<file path="src/rtl/core/ksel_pkg.sv">
`timescale 1ns / 1ps
// ----------------------------------------------------------------------------
// ksel_pkg
// Shared constants and types of the k-smallest selection chain.
// ----------------------------------------------------------------------------
package ksel_pkg;

  // chain depth and longest vector that is compared
  localparam int MAX_K   = 32;
  localparam int MAX_LEN = 65536;

  // field widths
  localparam int VAL_W = 32;
  localparam int POS_W = 17;
  localparam int K_W   = 6;
  // index into the chain
  localparam int IDX_W = (MAX_K > 1) ? $clog2(MAX_K) : 1;

  // one input item
  typedef struct packed {
    logic signed [VAL_W-1:0] value;
    logic                    last_item;
  } ksel_in_t;

  // one result item
  typedef struct packed {
    logic signed [VAL_W-1:0] kept_value;
    logic [POS_W-1:0]        position;
    logic                    final_result;
    logic                    short_vector;
    logic                    too_long;
  } ksel_out_t;

  // one kept entry held by a cell
  typedef struct packed {
    logic signed [VAL_W-1:0] value;
    logic [POS_W-1:0]        position;
  } ksel_entry_t;

  // control broadcast from the top to every cell
  typedef struct packed {
    logic        accept;  // input item taken this cycle
    logic        ins_en;  // item is compared and may be inserted
    logic        last;    // item ends the vector
    logic        pop;     // result item taken this cycle
    ksel_entry_t fresh;   // the new entry
  } ksel_bcast_t;

endpackage

</file>
<file path="src/rtl/core/ksel_cell.sv">
`timescale 1ns / 1ps
// ----------------------------------------------------------------------------
// ksel_cell
// One cell of the sorted insertion chain, with its slot of the output chain.
// ----------------------------------------------------------------------------
module ksel_cell
  import ksel_pkg::*;
(
  input  logic        clk_i,
  input  logic        rst_ni,
  input  ksel_bcast_t bcast_i,
  input  logic        en_i,              // cell lies below the effective k
  input  ksel_entry_t prev_entry_i,
  input  logic        prev_gt_i,
  input  logic        prev_mv_i,
  input  ksel_entry_t next_out_entry_i,
  input  logic        next_out_valid_i,
  output ksel_entry_t entry_o,
  output logic        gt_o,
  output logic        mv_o,
  output logic        nv_o,
  output logic        valid_o,
  output ksel_entry_t out_entry_o,
  output logic        out_valid_o
);

  ksel_entry_t entry_q, entry_d;
  logic        valid_q, valid_d;
  ksel_entry_t out_entry_q, out_entry_d;
  logic        out_valid_q, out_valid_d;
  logic        take;
  logic        load;

  // compare against the new key
  assign mv_o = valid_q & en_i;
  assign gt_o = ~mv_o | (entry_q.value > bcast_i.fresh.value);

  // this cell takes either the new entry or its neighbor's
  assign take = en_i & bcast_i.ins_en & gt_o & (~prev_gt_i | prev_mv_i);
  assign nv_o = en_i & (mv_o | take);
  assign load = bcast_i.accept & bcast_i.last;

  always_comb begin
    entry_d = entry_q;
    if (bcast_i.accept && take) begin
      entry_d = prev_gt_i ? prev_entry_i : bcast_i.fresh;
    end
  end

  // cells past k are dropped only when the item is compared; the last item clears every cell
  always_comb begin
    valid_d = valid_q;
    if (bcast_i.accept) begin
      if (bcast_i.last) begin
        valid_d = 1'b0;
      end else if (bcast_i.ins_en) begin
        valid_d = nv_o;
      end
    end
  end

  // output chain: parallel load at end of vector, shift toward cell 0 on pop
  always_comb begin
    out_entry_d = out_entry_q;
    out_valid_d = out_valid_q;
    if (load) begin
      out_entry_d = entry_d;
      out_valid_d = nv_o;
    end else if (bcast_i.pop) begin
      out_entry_d = next_out_entry_i;
      out_valid_d = next_out_valid_i;
    end
  end

  // control state
  always_ff @(posedge clk_i or negedge rst_ni) begin
    if (!rst_ni) begin
      valid_q     <= 1'b0;
      out_valid_q <= 1'b0;
    end else begin
      valid_q     <= valid_d;
      out_valid_q <= out_valid_d;
    end
  end

  // payload
  always_ff @(posedge clk_i) begin
    entry_q     <= entry_d;
    out_entry_q <= out_entry_d;
  end

  assign entry_o     = entry_q;
  assign valid_o     = valid_q;
  assign out_entry_o = out_entry_q;
  assign out_valid_o = out_valid_q;

endmodule
</file>
<file path="config.mk">
export PLATFORM = sky130hd
export DESIGN_NAME = ksel_cell
export DESIGN_NICKNAME = d
export VERILOG_FILES = /design/src/rtl/core/ksel_pkg.sv /design/src/rtl/core/ksel_cell.sv
export SDC_FILE = /design/constraint.sdc
export NUM_CORES = 1
export LEC_CHECK = 0
export ABC_AREA = 1
export ABC_CLOCK_PERIOD_IN_PS = 4400
export BUFFER_PORTS_ARGS = -buffer_cell sky130_fd_sc_hd__buf_4
export CAP_MARGIN = 30
export CORE_AREA = 10 10 118 142
export CTS_CLUSTER_DIAMETER = 60
export CTS_CLUSTER_SIZE = 10
export DETAILED_ROUTE_END_ITERATION = 12
export DIE_AREA = 0 0 128 152
export PLACE_DENSITY = 0.71
export SETUP_SLACK_MARGIN = 0.3
export SLEW_MARGIN = 10
export SYNTH_ARGS = -nofsm -noshare
export SYNTH_HDL_FRONTEND = slang
export SYNTH_SLANG_ARGS = --single-unit
</file>
<file path="constraint.sdc">
create_clock -name clk_i -period 4.4 [get_ports clk_i]
set_clock_uncertainty 0.15 [all_clocks]
set_input_delay 0.88 -clock clk_i [delete_from_list [all_inputs] [get_ports clk_i]]
set_output_delay 0.88 -clock clk_i [all_outputs]
set_load 0.005 [all_outputs]
</file>
==> results.toml <==
[layout]
area_growth_pct = 42.42
final-seq-area_um2 = 2502
n_fill_cell = 1356
fin_nets = 1160
multi_input_area_um2 = 2633
layout-drive-gt1-share_pct = 31.15

[timing]
rsz0062_at_grt = "no"
finalCritPeriodShare_pct = 77.81
tightest_slew_ns = 0.7971
final_hold_viol_count = 0
hold_ws_ns = 0.1623
max_freq_ghz = 0.2921
drv_slew = 0
fin_crit_ns = 3.424
setup_violations = 0
max_slew_margin_pct = 46.78
fin_tns_setup_ns = 0

[setup_path]
cp_common_cell = "nand2_1"
startpoint = "bcast_i[48]"
r2r-start = "entry_o[48]$_DFF_P_"
slowest_delay_ns = 0.35
worstPathArrival_ns = 2.39
startpoint_type = "input port"
worstPathMaxFanout = 4
worstPathRequired_ns = 3.37
path_cells = "buf_4, inv_1, ha_1, a21oi_1, o21a_1, nand2_1, a21oi_1, nand2_1, nand2_1, nand2_1, nand2_1, nand2_2, buf_4"
crit_path_end_kind = "output pin"
cp_slowest_cell = "ha_1"
critical_path_class = "in -> out"

[detailed_routing]
wl_met3_um = 1658
post_drt_wl_per_cell_um = 16.72
num_vias = 5536
wl_met1_um = 7398
finalWirelength_um = 19270
dr.pass1.iters = 5
top_layer_used = "met4"
dr_wl_met2_um = 9812
drt_iter0_drc = 354
route.antenna.remaining_nets = 0
vias_per_cell = 4.806
route.detailed.drc = 0

[power_and_ir_drop]
powerDensity_nw_per_um2 = 347.4
p_leak_nw = 4.235
ir_drop_uv = 178.3

[logic_synthesis]
syn_area_um2 = 5630
syn_area_per_cell_um2 = 7.788
synthFlopType = "edfxtp_1"
synthCells = 723
synthesis.nets = 912
synth_edf_count = 49
synth_seq_cells = 100
ys_types = 25
ys_seq_area_share_pct = 44.44
yosys_warnings = 0
async_reset_ff_share_pct = 2.000

[cts]
htreeDepth = 3
postCtsSetupRepairBufs = 0
cts_buffers = 9
clock-sinks = 100
cts_buffer_depth = 2
clockRootBuffer = "clkbuf_16"
holdBufCountCts = 0
clk_pin_slew_ns = 0.07
cts_tree = "yes"
cts_resized = 0
clock_latency_ns = 0.35

[global_routing]
grt-ovfl-total = 0
antenna_found_initial = 1
grt_use_total_pct = 19.14
grt_max_degree = 63
first_global_vias = 5589
grt_pass1_wl_um = 29830

[die]
ios = 260
initial_core_util_pct = 40.06
rows = 48
dieHeight_um = 152
dieArea_um2 = 19460
coreArea_um2 = 14050
die_w_um = 128

[status]
status = "finished clean"

[min_path]
hold_class = "in -> async"

[run]
maxCapViolCount = 0

[placement]
dp_hpwl_um = 14940
routabilityCongestion = 0.7944
portBuffers = 259
sequential cells by signal, summed over array words and instances (netlist names):
| register | cells |
|---|---|
| entry_o | 49 |
| valid_o | 1 |
| out_entry_o | 49 |
| out_valid_o | 1 |
final timing paths:
kind	endpoint	slack [ns]	cells after the start
worst max-delay path	gt_o	0.98	13
worst min-delay path	valid_o$_DFFE_PN0P_	0.16	1
worst max register to register	out_entry_o[7]$_DFFE_PP_	1.66	15
worst min register to register	out_valid_o$_DFFE_PN0P_	0.41	2
max in group asynchronous	out_valid_o$_DFFE_PN0P_	3.84	1
min in group clk_i	out_valid_o$_DFFE_PN0P_	0.41	2
layout by cell type (no fill, tap or decap), types with 3 or more instances in the layout:
cell        Yosys  layout
clkbuf_16       0       9
inv_1          91      91
a21oi_1        13      13
clkinvlp_4      0       3
nand2_1       215     213
nand3_1       104     104
nand2_2        12      14
ha_1           32      32
buf_4           0     270
dfxtp_1        49      49
edfxtp_1       49      49
and2_1         49      49
inv_6           0       3
nor2_1         12      12
o21ai_0        33      33
mux2i_1        18      18
final cells by class:
cell class	count	area share, %
clock inverter	7	0.7177
multi-input combinational	496	32.83
antenna	1	0.03121
sequential	100	31.21
clock buffer	9	2.809
tap	175	2.731
timing repair buffer	270	25.28
inverter	94	4.400
cells in the mapped netlist, types with 2 or more instances:
cell      instances  area (um^2)
buf_6             2        22.52
nor2_1           12        45.04
ha_1             32        400.4
nor2_2            2        12.51
dfrtp_1           2        50.05
buf_2            11        55.05
nand2_1         215        807.0
nand3_1         104        520.5
clkbuf_1         19        71.32
edfxtp_1         49         1471
and2_1           49        306.5
inv_1            91        341.6
nand2_2          12        75.07
a21oi_1          13        65.06
nand4_1           2        12.51
o21ai_0          33        165.2
dfxtp_1          49        980.9
clkinv_1          2        7.510
mux2i_1          18        180.2
metrics by stage:
stage / power, mW / setup WS (ns) / util, % / cell area (um^2) / instances
2_1_floorplan: 1.611 / 1.230 / - / 5630 / 723
6_report: 2.786 / 0.9763 / 57.06 / 8019 / 1152
4_1_cts: 2.822 / 0.9639 / 57.04 / 8016 / 1151
3_3_place_gp: 2.042 / 0.9727 / 55.03 / 7734 / 1135
5_1_grt: 2.971 / 0.7857 / 57.04 / 8016 / 1151
3_5_place_dp: 2.055 / 0.9697 / 55.03 / 7734 / 1135
layer usage:
layer  vias up  track usage (%)
met1      2494            21.18
met4         0            5.317
met3        22            6.439
met2       197            33.74
li1       2823                -
met5         -                0
worst max-delay path, delay by kind of cell:
family                   cells  cell delay [ns]
buffers and inverters        3             0.27
AND/OR/NAND/NOR              6             0.40
AO/OA/AOI/OAI                3             0.50
adder cells (fa/ha/maj)      1             0.35
power breakdown:
group	switching, mW	internal [mW]	total (mW)	leakage [nW]
Combinational	0.388	0.434	0.822	3.18
Clock	0.369	0.391	0.760	0.129
Sequential	0.0791	1.13	1.20	0.928
Total	0.836	1.95	2.79	4.24
kinds of logic after synthesis:
kind of cell,Yosys count,share of synthesized area (%)
AOI/OAI and AO/OA,50,4.667
and+or+nand+nor,396,31.60
muxes,18,3.200
adders and majority gates,32,7.111
buffers and inverters,127,8.978
DFF,100,44.44
No activity file was read; power rests on OpenSTA's default activity.
